File: config.mk
export PLATFORM = sky130hd
export DESIGN_NAME = i2c_master_transaction_sequencer
export DESIGN_NICKNAME = d
export VERILOG_FILES = /design/src/hdl/i2cms_pkg.sv /design/src/hdl/i2c_master_transaction_sequencer.sv /design/src/hdl/i2cms_in_stage.sv /design/src/hdl/i2cms_step.sv /design/src/hdl/i2cms_out_stage.sv
export SDC_FILE = /design/constraint.sdc
export NUM_CORES = 1
export LEC_CHECK = 0
export ABC_AREA = 1
export BUFFER_PORTS_ARGS = -buffer_cell sky130_fd_sc_hd__buf_2
export CORE_UTILIZATION = 63
export CTS_BUF_LIST = sky130_fd_sc_hd__clkbuf_16
export CTS_CLUSTER_DIAMETER = 30
export DETAILED_ROUTE_END_ITERATION = 7
export PLACE_DENSITY = 0.95
export SYNTH_ARGS = -nofsm -noshare
export SYNTH_HDL_FRONTEND = slang
export SYNTH_SLANG_ARGS = --single-unit
File: constraint.sdc
create_clock -name i_clk -period 6.21 [get_ports i_clk]
set_input_delay 0.621 -clock i_clk [delete_from_list [all_inputs] [get_ports i_clk]]
set_output_delay 0.621 -clock i_clk [all_outputs]
set_load 0.01 [all_outputs]
File: src/hdl/i2cms_pkg.sv
// ----------------------------------------------------------------------------
// i2cms_pkg
// Types and codes shared by the I2C master transaction sequencer modules.
// ----------------------------------------------------------------------------
`default_nettype none

package i2cms_pkg;

    // Request and event codes carried in the kind field
    localparam logic [2:0] KIND_START_WR   = 3'd0;
    localparam logic [2:0] KIND_START_RD   = 3'd1;
    localparam logic [2:0] KIND_START_WRRD = 3'd2;
    localparam logic [2:0] KIND_WR_EVENT   = 3'd3;
    localparam logic [2:0] KIND_RD_EVENT   = 3'd4;

    // Commands to the byte-level bus engine
    localparam logic [2:0] CMD_NONE      = 3'd0;
    localparam logic [2:0] CMD_ADDR      = 3'd1;
    localparam logic [2:0] CMD_SEND      = 3'd2;
    localparam logic [2:0] CMD_STOP      = 3'd3;
    localparam logic [2:0] CMD_ACK_RECV  = 3'd4;
    localparam logic [2:0] CMD_NACK_STOP = 3'd5;

    // Completion status
    localparam logic [1:0] ST_DONE  = 2'd0;
    localparam logic [1:0] ST_NODEV = 2'd1;
    localparam logic [1:0] ST_ERROR = 2'd2;

    // Address byte direction handling
    localparam logic [7:0] ADDR_WRITE_MASK = 8'hfe;
    localparam logic [7:0] ADDR_READ_BIT   = 8'h01;

    typedef enum logic [3:0] {
        PH_IDLE  = 4'b0001,
        PH_ADDR  = 4'b0010,
        PH_WDATA = 4'b0100,
        PH_RDATA = 4'b1000
    } t_phase;

    typedef struct packed {
        logic [2:0]  kind;
        logic [7:0]  target_addr;
        logic [15:0] first_len;
        logic [15:0] second_len;
        logic        bus_idle;
        logic        rx_nack;
        logic        arb_lost;
        logic        bus_error;
        logic [7:0]  tx_byte;
        logic [7:0]  rx_byte;
    } t_in_item;

    typedef struct packed {
        logic        accepted;
        logic [2:0]  bus_cmd;
        logic [7:0]  addr_byte;
        logic [7:0]  data_byte;
        logic [15:0] buf_index;
        logic        store_valid;
        logic        finished;
        logic [1:0]  status;
    } t_out_item;

endpackage

`default_nettype wire

File: src/hdl/i2c_master_transaction_sequencer.sv
// ----------------------------------------------------------------------------
// i2c_master_transaction_sequencer
// Runs write, read and write-then-read I2C transactions over a byte-level
// bus engine: one result word for each request or event word.
// ----------------------------------------------------------------------------
//
//   channel   signals                         direction  word
//   in        i_in_valid/o_in_ready/i_in_data   input      t_in_item
//   out       o_out_valid/i_out_ready/o_out_data output    t_out_item
//
// One word per cycle sustained while the out channel is not stalled; a word
// that is taken passes through the input register, the step logic and the
// result register.
// Transaction state is updated when a word moves from the input register
// into the result register.
// A stall on the out channel holds the result register; the input register
// still takes one word behind it.
// Reset clears both valid flags and returns the state to idle with zero counts.
// ----------------------------------------------------------------------------
`default_nettype none

module i2c_master_transaction_sequencer
    import i2cms_pkg::*;
#(
    parameter int LENGTH_BITS = 16
) (
    input  wire logic     i_clk,
    input  wire logic     i_rst_n,
    input  wire logic     i_in_valid,
    output logic          o_in_ready,
    input  wire t_in_item i_in_data,
    output logic          o_out_valid,
    input  wire logic     i_out_ready,
    output t_out_item     o_out_data
);

    logic      item_valid;
    t_in_item  item;
    logic      out_can_load;
    logic      advance;
    t_out_item result;

    t_phase                 r_phase;
    t_phase                 n_phase;
    logic [LENGTH_BITS-1:0] r_wr_rem;
    logic [LENGTH_BITS-1:0] n_wr_rem;
    logic [LENGTH_BITS-1:0] r_rd_rem;
    logic [LENGTH_BITS-1:0] n_rd_rem;
    logic [LENGTH_BITS-1:0] r_wr_idx;
    logic [LENGTH_BITS-1:0] n_wr_idx;
    logic [LENGTH_BITS-1:0] r_rd_idx;
    logic [LENGTH_BITS-1:0] n_rd_idx;
    logic [7:0]             r_rd_addr;
    logic [7:0]             n_rd_addr;

    assign advance = item_valid && out_can_load;

    i2cms_in_stage u_in_stage (
        .i_clk     (i_clk),
        .i_rst_n   (i_rst_n),
        .i_valid   (i_in_valid),
        .o_ready   (o_in_ready),
        .i_data    (i_in_data),
        .i_consume (advance),
        .o_valid   (item_valid),
        .o_data    (item)
    );

    i2cms_step #(
        .LENGTH_BITS (LENGTH_BITS)
    ) u_step (
        .i_item    (item),
        .i_phase   (r_phase),
        .i_wr_rem  (r_wr_rem),
        .i_rd_rem  (r_rd_rem),
        .i_wr_idx  (r_wr_idx),
        .i_rd_idx  (r_rd_idx),
        .i_rd_addr (r_rd_addr),
        .o_phase   (n_phase),
        .o_wr_rem  (n_wr_rem),
        .o_rd_rem  (n_rd_rem),
        .o_wr_idx  (n_wr_idx),
        .o_rd_idx  (n_rd_idx),
        .o_rd_addr (n_rd_addr),
        .o_result  (result)
    );

    always_ff @(posedge i_clk) begin
        if (!i_rst_n) begin
            r_phase   <= PH_IDLE;
            r_wr_rem  <= '0;
            r_rd_rem  <= '0;
            r_wr_idx  <= '0;
            r_rd_idx  <= '0;
            r_rd_addr <= '0;
        end else if (advance) begin
            r_phase   <= n_phase;
            r_wr_rem  <= n_wr_rem;
            r_rd_rem  <= n_rd_rem;
            r_wr_idx  <= n_wr_idx;
            r_rd_idx  <= n_rd_idx;
            r_rd_addr <= n_rd_addr;
        end
    end

    i2cms_out_stage u_out_stage (
        .i_clk      (i_clk),
        .i_rst_n    (i_rst_n),
        .i_load     (advance),
        .i_data     (result),
        .o_can_load (out_can_load),
        .o_valid    (o_out_valid),
        .i_ready    (i_out_ready),
        .o_data     (o_out_data)
    );

endmodule

`default_nettype wire

File: src/hdl/i2cms_in_stage.sv
// ----------------------------------------------------------------------------
// i2cms_in_stage
// Input register: captures one request or event word and holds it until
// the step logic consumes it.
// ----------------------------------------------------------------------------
`default_nettype none

module i2cms_in_stage
    import i2cms_pkg::*;
(
    input  wire logic     i_clk,
    input  wire logic     i_rst_n,
    input  wire logic     i_valid,
    output logic          o_ready,
    input  wire t_in_item i_data,
    input  wire logic     i_consume,
    output logic          o_valid,
    output t_in_item      o_data
);

    logic     r_valid;
    logic     n_valid;
    t_in_item r_data;

    // Take a new word when empty or when the held one leaves this cycle
    assign o_ready = !r_valid || i_consume;

    always_comb begin
        n_valid = r_valid;
        if (i_valid && o_ready) begin
            n_valid = 1'b1;
        end else if (i_consume) begin
            n_valid = 1'b0;
        end
    end

    always_ff @(posedge i_clk) begin
        if (!i_rst_n) begin
            r_valid <= 1'b0;
        end else begin
            r_valid <= n_valid;
        end
    end

    always_ff @(posedge i_clk) begin
        if (i_valid && o_ready) begin
            r_data <= i_data;
        end
    end

    assign o_valid = r_valid;
    assign o_data  = r_data;

endmodule

`default_nettype wire

File: src/hdl/i2cms_step.sv
// ----------------------------------------------------------------------------
// i2cms_step
// Transaction step logic: from one word and the current transaction state,
// forms the bus command, the result word and the next state.
// ----------------------------------------------------------------------------
`default_nettype none

module i2cms_step
    import i2cms_pkg::*;
#(
    parameter int LENGTH_BITS = 16
) (
    input  wire t_in_item               i_item,
    input  wire t_phase                 i_phase,
    input  wire logic [LENGTH_BITS-1:0] i_wr_rem,
    input  wire logic [LENGTH_BITS-1:0] i_rd_rem,
    input  wire logic [LENGTH_BITS-1:0] i_wr_idx,
    input  wire logic [LENGTH_BITS-1:0] i_rd_idx,
    input  wire logic [7:0]             i_rd_addr,
    output t_phase                      o_phase,
    output logic [LENGTH_BITS-1:0]      o_wr_rem,
    output logic [LENGTH_BITS-1:0]      o_rd_rem,
    output logic [LENGTH_BITS-1:0]      o_wr_idx,
    output logic [LENGTH_BITS-1:0]      o_rd_idx,
    output logic [7:0]                  o_rd_addr,
    output t_out_item                   o_result
);

    localparam logic [LENGTH_BITS-1:0] LEN_ZERO = '0;
    localparam logic [LENGTH_BITS-1:0] LEN_ONE  = LENGTH_BITS'(1);

    logic [LENGTH_BITS-1:0] len1;
    logic [LENGTH_BITS-1:0] len2;
    logic [7:0]             rd_addr_new;

    assign len1        = LENGTH_BITS'(i_item.first_len);
    assign len2        = LENGTH_BITS'(i_item.second_len);
    assign rd_addr_new = i_item.target_addr | ADDR_READ_BIT;

    always_comb begin
        o_phase   = i_phase;
        o_wr_rem  = i_wr_rem;
        o_rd_rem  = i_rd_rem;
        o_wr_idx  = i_wr_idx;
        o_rd_idx  = i_rd_idx;
        o_rd_addr = i_rd_addr;
        o_result  = '0;

        case (i_item.kind)
            KIND_START_WR, KIND_START_RD, KIND_START_WRRD: begin
                if (i_phase == PH_IDLE && i_item.bus_idle) begin
                    o_result.accepted = 1'b1;
                    o_result.bus_cmd  = CMD_ADDR;
                    o_wr_idx  = LEN_ZERO;
                    o_rd_idx  = LEN_ZERO;
                    o_rd_addr = rd_addr_new;
                    o_phase   = PH_ADDR;
                    if (i_item.kind == KIND_START_RD) begin
                        o_wr_rem = LEN_ZERO;
                        o_rd_rem = len1;
                        o_result.addr_byte = rd_addr_new;
                    end else begin
                        o_wr_rem = len1;
                        o_rd_rem = (i_item.kind == KIND_START_WRRD) ? len2 : LEN_ZERO;
                        o_result.addr_byte = i_item.target_addr & ADDR_WRITE_MASK;
                    end
                end
            end
            KIND_WR_EVENT: begin
                if (i_phase != PH_IDLE) begin
                    if (i_item.rx_nack && i_phase == PH_ADDR) begin
                        // nobody answered the address
                        o_phase           = PH_IDLE;
                        o_result.bus_cmd  = CMD_STOP;
                        o_result.finished = 1'b1;
                        o_result.status   = ST_NODEV;
                    end else if (i_item.arb_lost || i_item.bus_error) begin
                        // bus is not ours: end without a stop
                        o_phase           = PH_IDLE;
                        o_result.finished = 1'b1;
                        o_result.status   = ST_ERROR;
                    end else if (i_wr_rem != LEN_ZERO) begin
                        if (i_item.rx_nack) begin
                            o_phase           = PH_IDLE;
                            o_result.bus_cmd  = CMD_STOP;
                            o_result.finished = 1'b1;
                            o_result.status   = ST_ERROR;
                        end else begin
                            o_phase            = PH_WDATA;
                            o_result.bus_cmd   = CMD_SEND;
                            o_result.data_byte = i_item.tx_byte;
                            o_result.buf_index = 16'(i_wr_idx);
                            o_wr_idx = i_wr_idx + LEN_ONE;
                            o_wr_rem = i_wr_rem - LEN_ONE;
                        end
                    end else if (i_rd_rem != LEN_ZERO) begin
                        // turn round with a repeated start
                        o_phase            = PH_ADDR;
                        o_result.bus_cmd   = CMD_ADDR;
                        o_result.addr_byte = i_rd_addr;
                    end else begin
                        o_phase           = PH_IDLE;
                        o_result.bus_cmd  = CMD_STOP;
                        o_result.finished = 1'b1;
                        o_result.status   = ST_DONE;
                    end
                end
            end
            KIND_RD_EVENT: begin
                if (i_phase != PH_IDLE) begin
                    o_result.data_byte   = i_item.rx_byte;
                    o_result.buf_index   = 16'(i_rd_idx);
                    o_result.store_valid = 1'b1;
                    o_rd_idx = i_rd_idx + LEN_ONE;
                    // a zero count ends on this byte as well
                    if (i_rd_rem <= LEN_ONE) begin
                        o_rd_rem          = LEN_ZERO;
                        o_phase           = PH_IDLE;
                        o_result.bus_cmd  = CMD_NACK_STOP;
                        o_result.finished = 1'b1;
                        o_result.status   = ST_DONE;
                    end else begin
                        o_rd_rem         = i_rd_rem - LEN_ONE;
                        o_phase          = PH_RDATA;
                        o_result.bus_cmd = CMD_ACK_RECV;
                    end
                end
            end
            default: begin
                o_result = '0;
            end
        endcase
    end

endmodule

`default_nettype wire

File: src/hdl/i2cms_out_stage.sv
// ----------------------------------------------------------------------------
// i2cms_out_stage
// Result register: holds one result word until the consumer takes it.
// ----------------------------------------------------------------------------
`default_nettype none

module i2cms_out_stage
    import i2cms_pkg::*;
(
    input  wire logic      i_clk,
    input  wire logic      i_rst_n,
    input  wire logic      i_load,
    input  wire t_out_item i_data,
    output logic           o_can_load,
    output logic           o_valid,
    input  wire logic      i_ready,
    output t_out_item      o_data
);

    logic      r_valid;
    logic      n_valid;
    t_out_item r_data;

    assign o_can_load = !r_valid || i_ready;

    always_comb begin
        n_valid = r_valid;
        if (i_load) begin
            n_valid = 1'b1;
        end else if (i_ready) begin
            n_valid = 1'b0;
        end
    end

    always_ff @(posedge i_clk) begin
        if (!i_rst_n) begin
            r_valid <= 1'b0;
        end else begin
            r_valid <= n_valid;
        end
    end

    always_ff @(posedge i_clk) begin
        if (i_load) begin
            r_data <= i_data;
        end
    end

    assign o_valid = r_valid;
    assign o_data  = r_data;

endmodule

`default_nettype wire

==> metrics.csv, run 1 <==
metric,value,unit
outcome,finished clean,
worst_endpoint_required_time,6.54,ns
ffs_latches_synth,180,
synthesis.nets,1122,
viasPerCell,5.87,
ant_nets,0,
synth.avg_cell_area,8.24,sq um
crit-reg2reg-capture,r_wr_idx[0]$_SDFFE_PN0P_,
globalRoute.totalOverflow,0,
final_nets,1217,
grt_pass1_vias,7331,
fmax,0.365,GHz
netlist_instances,1050,
cpMostUsedCell,sky130_fd_sc_hd__nand2_2,
synth_top_cell_area_share,35.4,%
avgRoutedWirePerCell,16.1,um
maxCapViolations,0,
drt_wl_total,21400,um
yosysWarningCount,0,
peakVddDrop,366,uV
clock_tree_from_tritoncts,yes,
critPathSlowestCell,sky130_fd_sc_hd__nand2_2,
final-max-slew-violation-count,0,
number_of_antenna_violations_at_the_first_check_in_global_routing,0,
worst_min_delay_path_startpoint,i_in_data[45],
post_cts.repair.setup_buffers,0,
track_usage,31.2,%
yosys-top-cells-area,"sky130_fd_sc_hd__edfxtp_1, sky130_fd_sc_hd__dfxtp_1, sky130_fd_sc_hd__nand2_1",
drc,0,
worst_clock_skew,0.00978,ns
dp_hpwl,14200,um
worst_path_buf_inv,1,
core_footprint,13300,sq um
die_width,119,um
data_arrival_time_of_the_critical_path,3.07,ns
ys_types,37,
hold_viol,0,
setup_viol_count_final,0,
syn2layout_area_growth,13.5,%
critical_path.startpoint_type,flip-flop,
post-route-min-period,2.74,ns
h_tree_level_count,4,
power_density,278,nW/um^2
placementRows,42,
critPathMaxStageDelay,0.51,ns
hold_path.class,input port to flip-flop,
initial_core_util,65.1,%
rsz0062_at_grt,false,
n_antenna_cell,0,
power.static_leakage,4.00,nW
insertion_delay,0.44,ns
ys.flop_type,sky130_fd_sc_hd__edfxtp_1,
slew_headroom,48.2,%
clock_sinks,180,
netlist_area,8650,sq um
largest_net_degree_at_the_start_of_global_routing,63,
die_area,14200,sq um
ctsHoldBuffers,0,
dr_total_vias,7833,
cpLargestDelayFamily,simple AND/OR/NAND/NOR gates,
clk_transition_reported_paths,0.07,ns
worst_r2r_startpoint,r_wr_rem[0]$_SDFFE_PN0P_,
asyncSetResetFlopFracSynth,0,%
reg2regPathDepth,10,
post_synth_most_frequent_cells,"sky130_fd_sc_hd__nand2_1, sky130_fd_sc_hd__nor2_1, sky130_fd_sc_hd__inv_1, sky130_fd_sc_hd__edfxtp_1, sky130_fd_sc_hd__nand3_1",
period_share,44.1,%
setup_tns,0,ns
synth-edff-count,102,
reg2reg_slack,3.47,ns
detail_route.iter0.violations,834,
clock_path_buffers,2,
yosysTopAreaCell,sky130_fd_sc_hd__edfxtp_1,
design.portCount,109,
hold_depth,1,
placement.io_buffers,107,
endpoint_kind,flip-flop,
worstMarginPinSlew,0.776,ns
critical_path.cell_chain,"inv_1, ha_1, nand2_2, nor2_2, nand2_1, nand3_2, nand2_2, nand2_4, o21ai_0, nor2_1",
dieHeight,119,um
layout-drive-gt1-share,14.4,%
crit_fanout,41,
crit_type,flip-flop to flip-flop,
finish.utilization,73.8,%
grt_pass1_wl,34100,um
cts-resized-gates,0,
synth_seq_area_share,53.5,%
cts.root.buffer_cell,sky130_fd_sc_hd__clkbuf_16,
gp_congestion,0.945,
holdPathEnd,u_in_stage.o_data[45]$_DFFE_PP_,
dr.pass1.iters,7,
most_repeated_cell_in_the_gate_level_netlist_after_synthesis,sky130_fd_sc_hd__nand2_1,
tritoncts.num_buffers,17,
## how the worst max path moves through the flow
stage,startpoint,end,slack [ns],cells past startpoint
final,r_wr_rem[0]$_SDFFE_PN0P_,r_wr_idx[0]$_SDFFE_PN0P_,3.47,10
after detailed placement,i_out_ready,r_rd_rem[6]$_SDFFE_PN0P_,3.34,12
after CTS,r_wr_rem[0]$_SDFFE_PN0P_,r_wr_idx[0]$_SDFFE_PN0P_,3.54,10
after global routing,r_wr_rem[0]$_SDFFE_PN0P_,r_wr_idx[0]$_SDFFE_PN0P_,3.26,10
after global placement,i_out_ready,r_rd_rem[6]$_SDFFE_PN0P_,3.44,12
after floorplan,i_out_ready,r_rd_rem[10]$_SDFFE_PN0P_,3.62,11
## metal layers
layer | track usage [%] | wire length [um] | up-vias
met5 | 0 | 0 | -
met4 | 18.8 | 975 | 0
met3 | 6.94 | 1840 | 94
met2 | 53.0 | 10800 | 492
met1 | 35.9 | 7820 | 3589
li1 | - | - | 3658
## per-stage QoR
stage	setup slack [ns]	total power, mW	cells	area (sq um)	hold WS, ns
finish	3.47	2.73	1334	9810	0.349
global route	3.26	2.80	1334	9810	0.340
CTS	3.54	2.72	1334	9810	0.346
detailed placement	3.34	1.63	1302	9200	0.470
global placement	3.44	1.62	1302	9200	0.452
floorplan	3.62	1.55	1050	8650	0.441
## cell families after synthesis
| logic type | Yosys count | synth area share [%] |
|---|---|---|
| and+or+nand+nor | 525 | 26.4 |
| DFF | 180 | 53.5 |
| adders and majority gates | 5 | 0.723 |
| AOI/OAI and AO/OA | 164 | 9.89 |
| xor gates and xnor gates | 14 | 1.42 |
| buffers and inverters | 162 | 8.14 |
## worst reg2reg max path: stages (launching register included)
cell and delay (ns):
sky130_fd_sc_hd__dfxtp_1 0.36, sky130_fd_sc_hd__inv_1 0.09, sky130_fd_sc_hd__ha_1 0.24, sky130_fd_sc_hd__nand2_2 0.15, sky130_fd_sc_hd__nor2_2 0.07, sky130_fd_sc_hd__nand2_1 0.16, sky130_fd_sc_hd__nand3_2 0.28, sky130_fd_sc_hd__nand2_2 0.52
sky130_fd_sc_hd__nand2_4 0.41, sky130_fd_sc_hd__o21ai_0 0.30, sky130_fd_sc_hd__nor2_1 0.06
## report_power, final
part / switching, mW / total (mW) / internal [mW]
registers: 0.0236 / 1.33 / 1.31
clock network: 0.458 / 1.11 / 0.654
logic: 0.195 / 0.282 / 0.0871
## layout make-up
type,instances,area [sq um]
tap,176,220
inverter,128,480
timing repair buffer,110,558
fill,906,3480
multi-input combinational,708,3320
sequential,180,4620
clock inverter,14,160
clock buffer,18,450
## registers in the layout, summed over array words and instances (netlist names)
name / count
r_rd_idx: 16
r_rd_addr: 8
r_phase: 4
r_rd_rem: 16
u_in_stage.o_valid: 1
r_wr_rem: 16
u_in_stage.o_data: 62
u_out_stage.o_data: 40
u_out_stage.o_valid: 1
r_wr_idx: 16
## cell usage in the layout (no fill, tap or decap), drive strengths merged
cell type / instances
xor2: 13
or2: 1
o211ai: 1
a21oi: 63
ha: 5
o22ai: 24
nor2: 146
nor3b: 2
nor3: 10
inv: 132
xnor2: 1
edfxtp: 102
nand4: 16
nand3: 87
nand2: 262
a22oi: 1
clkbuf: 18
clkinvlp: 2
buf: 110
clkinv: 5
dfxtp: 78
o21ai: 75
bufinv: 3
and2: 1
Note: power is estimated with default switching activity, not from simulation.
==> inputs of run 2 (changes only) <==
--- a/config.mk
+++ b/config.mk
@@ -7,11 +7,11 @@
 export LEC_CHECK = 0
 export ABC_AREA = 1
 export BUFFER_PORTS_ARGS = -buffer_cell sky130_fd_sc_hd__buf_2
-export CORE_UTILIZATION = 63
+export CORE_UTILIZATION = 58
 export CTS_BUF_LIST = sky130_fd_sc_hd__clkbuf_16
 export CTS_CLUSTER_DIAMETER = 30
 export DETAILED_ROUTE_END_ITERATION = 7
-export PLACE_DENSITY = 0.95
+export PLACE_DENSITY = 0.89
 export SYNTH_ARGS = -nofsm -noshare
 export SYNTH_HDL_FRONTEND = slang
 export SYNTH_SLANG_ARGS = --single-unit
==> constraint.sdc (replaced) <==
create_clock -name i_clk -period 2.8 [get_ports i_clk]
set_input_delay 0.28 -clock i_clk [delete_from_list [all_inputs] [get_ports i_clk]]
set_output_delay 0.28 -clock i_clk [all_outputs]
set_load 0.01 [all_outputs]
==> run 2 against run 1 <==
Compared with the run above:
- combinational power up 120%
- wire length is 3.9% lower
- sequential share of layout area shrank 0.25 points
- utilization shrank 5.9 points
- power rose by 120%
- via count decreased by 4.1%
- largest cell class unchanged
- largest power group unchanged
==> metrics.csv, run 2 (synthesis results as in run 1) <==
metric,value,unit,change
viasPerCell,5.57,,-5.2%
most_common_library_cell_in_the_layout_ignoring_fill_and_taps,sky130_fd_sc_hd__nand2_1,,
n_antenna_cell,0,,unchanged
worst_hold_slack,0.0117,ns,-0.337 ns
hold_depth,1,,unchanged
power.static_leakage,4.03,nW,+0.55%
gp_congestion,0.905,,-4.2%
worst_path_buf_inv,2,,+1
layoutNonFillerInstCount,1350,,+1.2%
die_width,124,um,+4.2%
p_clk_share,39.8,%,-1.0 points
worst_r2r_startpoint,r_wr_rem[0]$_SDFFE_PN0P_,,
dr_total_vias,7515,,-4.1%
worst_clock_skew,0.00951,ns,-0.000269 ns
insertion_delay,0.44,ns,about the same
dieHeight,124,um,+4.2%
grt_pass1_wl,32600,um,-4.3%
slew_headroom,53.1,%,+4.9 points
dp_hpwl,14200,um,+0.44%
cts-resized-gates,0,,unchanged
cts.root.buffer_cell,sky130_fd_sc_hd__clkbuf_16,,
number_of_flip_flops_under_the_largest_register_name,62,,unchanged
swShare,25.6,%,+0.82 points
clk_transition_reported_paths,0.07,ns,about the same
fmax,0.426,GHz,+17%
final_nets,1225,,+0.66%
setup_viol_count_final,0,,unchanged
globalRoute.totalOverflow,0,,unchanged
post-route-min-period,2.35,ns,-0.388 ns
reg2regPathDepth,9,,-1
outcome,finished clean,,
hold_path.class,input port to flip-flop,,
holdPathEnd,u_in_stage.o_data[56]$_DFFE_PP_,,
avgRoutedWirePerCell,15.3,um,-5.0%
cpLargestDelayFamily,simple AND/OR/NAND/NOR gates,,
filler_cell_count,1112,,+23%
power_frac_comb,10.5,%,+0.2 points
placement.io_buffers,107,,unchanged
drt_wl_total,20600,um,-3.9%
syn2layout_area_growth,14.1,%,
critical_path.startpoint_type,flip-flop,,
detail_route.iter0.violations,747,,-10%
grt_pass1_vias,7149,,-2.5%
maxCapViolations,0,,unchanged
core_footprint,14500,sq um,+9.3%
post_cts.repair.setup_buffers,0,,unchanged
endpoint_kind,flip-flop,,
initial_core_util,59.5,%,-5.5 points
number_of_antenna_violations_at_the_first_check_in_global_routing,0,,unchanged
seqPwrFrac,49.7,%,+0.8 points
worstMarginPinSlew,0.703,ns,-0.0734 ns
period_share,83.9,%,+40 points
seqCellArea,4620,sq um,unchanged
critPathSlowestCell,sky130_fd_sc_hd__o21ai_0,,
rsz0062_at_grt,false,,
worst_min_delay_path_startpoint,i_in_data[56],,
h_tree_level_count,4,,unchanged
timing.critical_path.from,r_wr_rem[0]$_SDFFE_PN0P_,,
crit_fanout,13,,-68%
reg2reg_slack,0.45,ns,-3.02 ns
tritoncts.num_buffers,17,,unchanged
finish.utilization,67.9,%,-5.9 points
peakVddDrop,489,uV,+33%
multi_input_combinational_cell_area,3320,sq um,unchanged
largest_net_degree_at_the_start_of_global_routing,44,,-30%
ant_nets,0,,unchanged
switching_power,1.52,mW,+130%
track_usage,28.0,%,-3.2 points
placementRows,44,,+4.8%
dp.cells,1318,,+1.2%
power_density,603,nW/um^2,+120%
data_arrival_time_of_the_critical_path,2.58,ns,-0.49 ns
setup_tns,0,ns,unchanged
clock_sinks,180,,unchanged
dr.pass1.iters,5,,-2
design.portCount,109,,unchanged
layout-drive-gt1-share,15.3,%,+0.84 points
ctsHoldBuffers,0,,unchanged
final-max-slew-violation-count,0,,unchanged
crit_type,flip-flop to flip-flop,,
die_area,15400,sq um,+8.5%
final_cell_mix,"sky130_fd_sc_hd__nand2_1, sky130_fd_sc_hd__nor2_1, sky130_fd_sc_hd__inv_1",,
drc,0,,unchanged
critPathMaxStageDelay,0.39,ns,-0.12 ns
power_report.internal_total,4.42,mW,+120%
clock_path_buffers,2,,unchanged
critical_path.cell_chain,"inv_1, ha_1, nand2_2, nor2_2, nand2_1, nand3_2, inv_1, nand2_1, o21ai_0",,
clock_tree_from_tritoncts,yes,,
worst_endpoint_required_time,3.03,ns,-3.51 ns
hold_viol,0,,unchanged
crit-reg2reg-capture,u_out_stage.o_data[4]$_DFFE_PP_,,
run 2: power by group through the flow:
| stage | Clock, mW | Sequential, mW | Combinational, mW |
|---|---|---|---|
| finish | 2.37 | 2.95 | 0.622 |
| global placement | 0 | 3.01 | 0.591 |
| CTS | 2.37 | 2.95 | 0.615 |
| floorplan | 0 | 3.01 | 0.418 |
| global route | 2.46 | 2.96 | 0.693 |
| detailed placement | 0 | 3.01 | 0.609 |
run 2: worst register-to-register path, cell delays in order (launching register included):
cell	delay [ns]
sky130_fd_sc_hd__dfxtp_1	0.37
sky130_fd_sc_hd__inv_1	0.08
sky130_fd_sc_hd__ha_1	0.23
sky130_fd_sc_hd__nand2_2	0.14
sky130_fd_sc_hd__nor2_2	0.07
sky130_fd_sc_hd__nand2_1	0.15
sky130_fd_sc_hd__nand3_2	0.25
sky130_fd_sc_hd__inv_1	0.18
sky130_fd_sc_hd__nand2_1	0.30
sky130_fd_sc_hd__o21ai_0	0.39
run 2: worst max-delay path by stage:
stage,slack (ns),cells after the start,end
6_report,0.45,9,u_out_stage.o_data[4]$_DFFE_PP_
5_1_grt,0.41,9,u_out_stage.o_data[4]$_DFFE_PP_
4_1_cts,0.54,9,u_out_stage.o_data[4]$_DFFE_PP_
3_5_place_dp,0.56,9,u_out_stage.o_data[4]$_DFFE_PP_
3_3_place_gp,0.64,9,u_out_stage.o_data[4]$_DFFE_PP_
2_1_floorplan,0.51,10,r_rd_rem[10]$_SDFFE_PN0P_
run 2: metrics by stage:
| stage | area, sq um | setup slack, ns | power, mW |
|---|---|---|---|
| after floorplan | 8650 | 0.508 | 3.43 |
| after global placement | 9290 | 0.637 | 3.60 |
| after detailed placement | 9290 | 0.562 | 3.62 |
| after CTS | 9870 | 0.541 | 5.94 |
| after global routing | 9870 | 0.405 | 6.12 |
| final | 9870 | 0.450 | 5.95 |
run 2: area by class of cell:
class	count	area share, %
sequential	180	46.9
tap	184	2.33
clock buffer	17	4.31
clock inverter	15	1.57
multi-input combinational	708	33.7
timing repair buffer	118	6.39
inverter	128	4.87
run 2: per-layer routing:
metal / GRT usage [%] / vias to the layer above / wire, um
li1: - / 3665 / -
met1: 32.1 / 3445 / 8050
met2: 49.8 / 345 / 10500
met3: 5.91 / 60 / 1550
met4: 12.6 / 0 / 549
met5: 0 / - / 0
==> inputs of run 3 (changes only) <==
--- a/config.mk
+++ b/config.mk
@@ -7,11 +7,11 @@
 export LEC_CHECK = 0
 export ABC_AREA = 1
 export BUFFER_PORTS_ARGS = -buffer_cell sky130_fd_sc_hd__buf_2
-export CORE_UTILIZATION = 58
+export CORE_UTILIZATION = 53
 export CTS_BUF_LIST = sky130_fd_sc_hd__clkbuf_16
 export CTS_CLUSTER_DIAMETER = 30
 export DETAILED_ROUTE_END_ITERATION = 7
-export PLACE_DENSITY = 0.89
+export PLACE_DENSITY = 0.86
 export SYNTH_ARGS = -nofsm -noshare
 export SYNTH_HDL_FRONTEND = slang
 export SYNTH_SLANG_ARGS = --single-unit
==> constraint.sdc (replaced) <==
create_clock -name i_clk -period 1.9 [get_ports i_clk]
set_input_delay 0.19 -clock i_clk [delete_from_list [all_inputs] [get_ports i_clk]]
set_output_delay 0.19 -clock i_clk [all_outputs]
set_load 0.01 [all_outputs]
==> run 3 against run 2 <==
Compared with the run above:
- count of clock-buffer cells in the layout is 1 higher
- global-route usage hardly changed
- sequential power is 48% higher
- sequential cell count stayed put
- first-iteration DRC count is 18% higher
- sequential share of layout area is 4.6 points lower
- clock power is 43% higher
- combinational power is 86% higher
- clock skew is 0.0050 ns higher
- utilization is 1.1 points higher
- register-to-register slack worse by 0.36 ns
- power is 50% higher
==> metrics.csv, run 3 (synthesis results as in run 1) <==
metric,value,unit,change
grt_pass1_wl,36200,um,+11%
n_antenna_cell,0,,unchanged
clk_transition_reported_paths,0.07,ns,about the same
worst_r2r_startpoint,r_phase[0]$_SDFFE_PN1P_,,
final_cell_mix,"sky130_fd_sc_hd__nand2_1, sky130_fd_sc_hd__nor2_1, sky130_fd_sc_hd__inv_1",,
grt_pass1_vias,7838,,+9.6%
detail_route.iter0.violations,881,,+18%
dp.cells,1380,,+4.7%
fmax,0.553,GHz,+30%
insertion_delay,0.44,ns,about the same
power_frac_comb,13.0,%,+2.5 points
ant_nets,0,,unchanged
clock_sinks,180,,unchanged
crit_fanout,9,,-4
design.portCount,109,,unchanged
final_nets,1326,,+8.2%
place_worst_setup_slack,0.0627,ns,-0.500 ns
avgRoutedWirePerCell,15.9,um,+3.9%
track_usage,28.0,%,about the same
h_tree_level_count,4,,unchanged
critPathMaxStageDelay,0.40,ns,about the same
placement.io_buffers,107,,unchanged
initial_core_util,54.5,%,-5.1 points
gp_congestion,0.974,,+7.6%
viasPerCell,5.49,,-1.4%
cpMostUsedCell,sky130_fd_sc_hd__nor2_1,,
post_dp_cell_area,9620,sq um,+3.6%
stdcell_area,11000,sq um,+11%
syn2layout_area_growth,26.6,%,
crit-reg2reg-capture,r_rd_rem[12]$_SDFFE_PN0P_,,
reg2reg_slack,0.09,ns,-0.36 ns
tritoncts.num_buffers,17,,unchanged
critical_path.cell_chain,"inv_1, nor2_1, nand2_1, buf_4, nand3_4, nand2_8, inv_2, nor2_4, a21oi_1, nor2_1",,
globalRoute.totalOverflow,0,,unchanged
largest_net_degree_at_the_start_of_global_routing,47,,+6.8%
dp_hpwl,14300,um,about the same
crit_type,flip-flop to flip-flop,,
seqPwrFrac,48.9,%,-0.8 points
setup_ws,0.0923,ns,-0.358 ns
hold_path.class,input port to flip-flop,,
holdPathEnd,u_in_stage.o_valid$_SDFFE_PN0P_,,
core_footprint,15900,sq um,+9.3%
setup_viol_count_final,0,,unchanged
layout-drive-gt1-share,18.6,%,+3.4 points
swShare,26.8,%,+1.2 points
setup_tns,0,ns,unchanged
worst_min_delay_path_startpoint,i_in_valid,,
most_common_library_cell_in_the_layout_ignoring_fill_and_taps,sky130_fd_sc_hd__nand2_1,,
maxCapViolations,0,,unchanged
power_density,813,nW/um^2,+35%
worstMarginPinSlew,0.517,ns,-0.186 ns
outcome,finished clean,,
drt_wl_total,23500,um,+14%
data_arrival_time_of_the_critical_path,2.11,ns,-0.47 ns
critical_path.startpoint_type,flip-flop,,
number_of_flip_flops_under_the_largest_register_name,62,,unchanged
reg2regPathDepth,10,,+1
placementRows,46,,+4.5%
hold_depth,3,,+2
clock_tree_from_tritoncts,yes,,
worst_endpoint_required_time,2.20,ns,-0.83 ns
switching_power,2.39,mW,+57%
worst_clock_skew,0.0145,ns,+0.00503 ns
power.static_leakage,4.51,nW,+12%
dr.pass1.iters,5,,unchanged
filler_cell_count,1129,,+1.5%
layoutNonFillerInstCount,1483,,+9.9%
peakVddDrop,689,uV,+41%
die_width,130,um,+4.5%
power_report.internal_total,6.52,mW,+47%
drc,0,,unchanged
final-max-slew-violation-count,0,,unchanged
die_area,16800,sq um,+9.3%
slew_headroom,65.6,%,+12 points
critPathSlowestCell,sky130_fd_sc_hd__dfxtp_1,,
dr_total_vias,8143,,+8.4%
cts.root.buffer_cell,sky130_fd_sc_hd__clkbuf_16,,
p_clk_share,38.1,%,-1.7 points
endpoint_kind,flip-flop,,
dieHeight,130,um,+4.5%
number_of_antenna_violations_at_the_first_check_in_global_routing,0,,unchanged
post-route-min-period,1.81,ns,-0.542 ns
hold_viol,0,,unchanged
period_share,95.1,%,+11 points
clock_path_buffers,2,,unchanged
[run 3: power groups by stage]
stage,combinational (mW),sequential (mW),clock (mW)
2_1_floorplan,0.622,4.44,0
3_3_place_gp,0.931,4.43,0
3_5_place_dp,0.958,4.43,0
4_1_cts,1.07,4.35,3.40
5_1_grt,1.26,4.37,3.56
6_report,1.16,4.36,3.39
[run 3: worst max-delay path by stage]
stage	startpoint	to	slack, ns
final	r_phase[0]$_SDFFE_PN1P_	r_rd_rem[12]$_SDFFE_PN0P_	0.09
after global routing	r_wr_rem[0]$_SDFFE_PN0P_	u_out_stage.o_data[31]$_DFFE_PP_	-0.01
after CTS	u_in_stage.o_data[62]$_DFFE_PP_	r_rd_rem[6]$_SDFFE_PN0P_	0.06
after detailed placement	u_in_stage.o_data[61]$_DFFE_PP_	r_rd_rem[6]$_SDFFE_PN0P_	0.06
after global placement	r_wr_rem[6]$_SDFFE_PN0P_	u_out_stage.o_data[2]$_DFFE_PP_	0.08
after floorplan	u_out_stage.o_valid$_SDFFE_PN0P_	r_rd_rem[5]$_SDFFE_PN0P_	-0.11
[run 3: per-stage QoR]
stage / hold slack [ns] / util (%) / total power, mW
final: 0.0821 / 68.9 / 8.90
after CTS: 0.0511 / 68.0 / 8.82
after global placement: 0.367 / 60.6 / 5.36
after global routing: 0.0930 / 68.9 / 9.19
after floorplan: 0.289 / - / 5.06
after detailed placement: 0.368 / 60.6 / 5.39
[run 3: worst max-delay path: cells and delay by family (launching register included)]
family	cells	cell delay, ns
buffers and inverters	3	0.49
DFF	1	0.40
AOI/OAI and AO/OA	1	0.16
and+or+nand+nor	6	0.61
[run 3: timing repair]
item | in CTS | in global routing
endpoints found under the setup margin | 0 | 70
buffers inserted | 0 | 7
hold buffers | 62 | 0
resized for setup | 0 | 17
hold endpoints to repair | 62 | 0
[run 3: routing by layer]
layer / up-vias / wire length [um] / track usage, % / share of wire [%]
li1: 3872 / - / - / -
met1: 3741 / 8770 / 32.1 / 37
met2: 453 / 12100 / 50.2 / 51
met3: 77 / 1930 / 6.07 / 8.2
met4: 0 / 772 / 12.1 / 3.3
met5: - / 0 / 0 / 0
[run 3: area by class of cell]
type / instances / area [sq um] / share of cell area (%)
clock buffer: 18 / 450 / 4.11
clock inverter: 14 / 115 / 1.05
inverter: 128 / 488 / 4.46
multi-input combinational: 709 / 3410 / 31.1
sequential: 180 / 4630 / 42.2
tap: 216 / 270 / 2.47
timing repair buffer: 218 / 1590 / 14.5
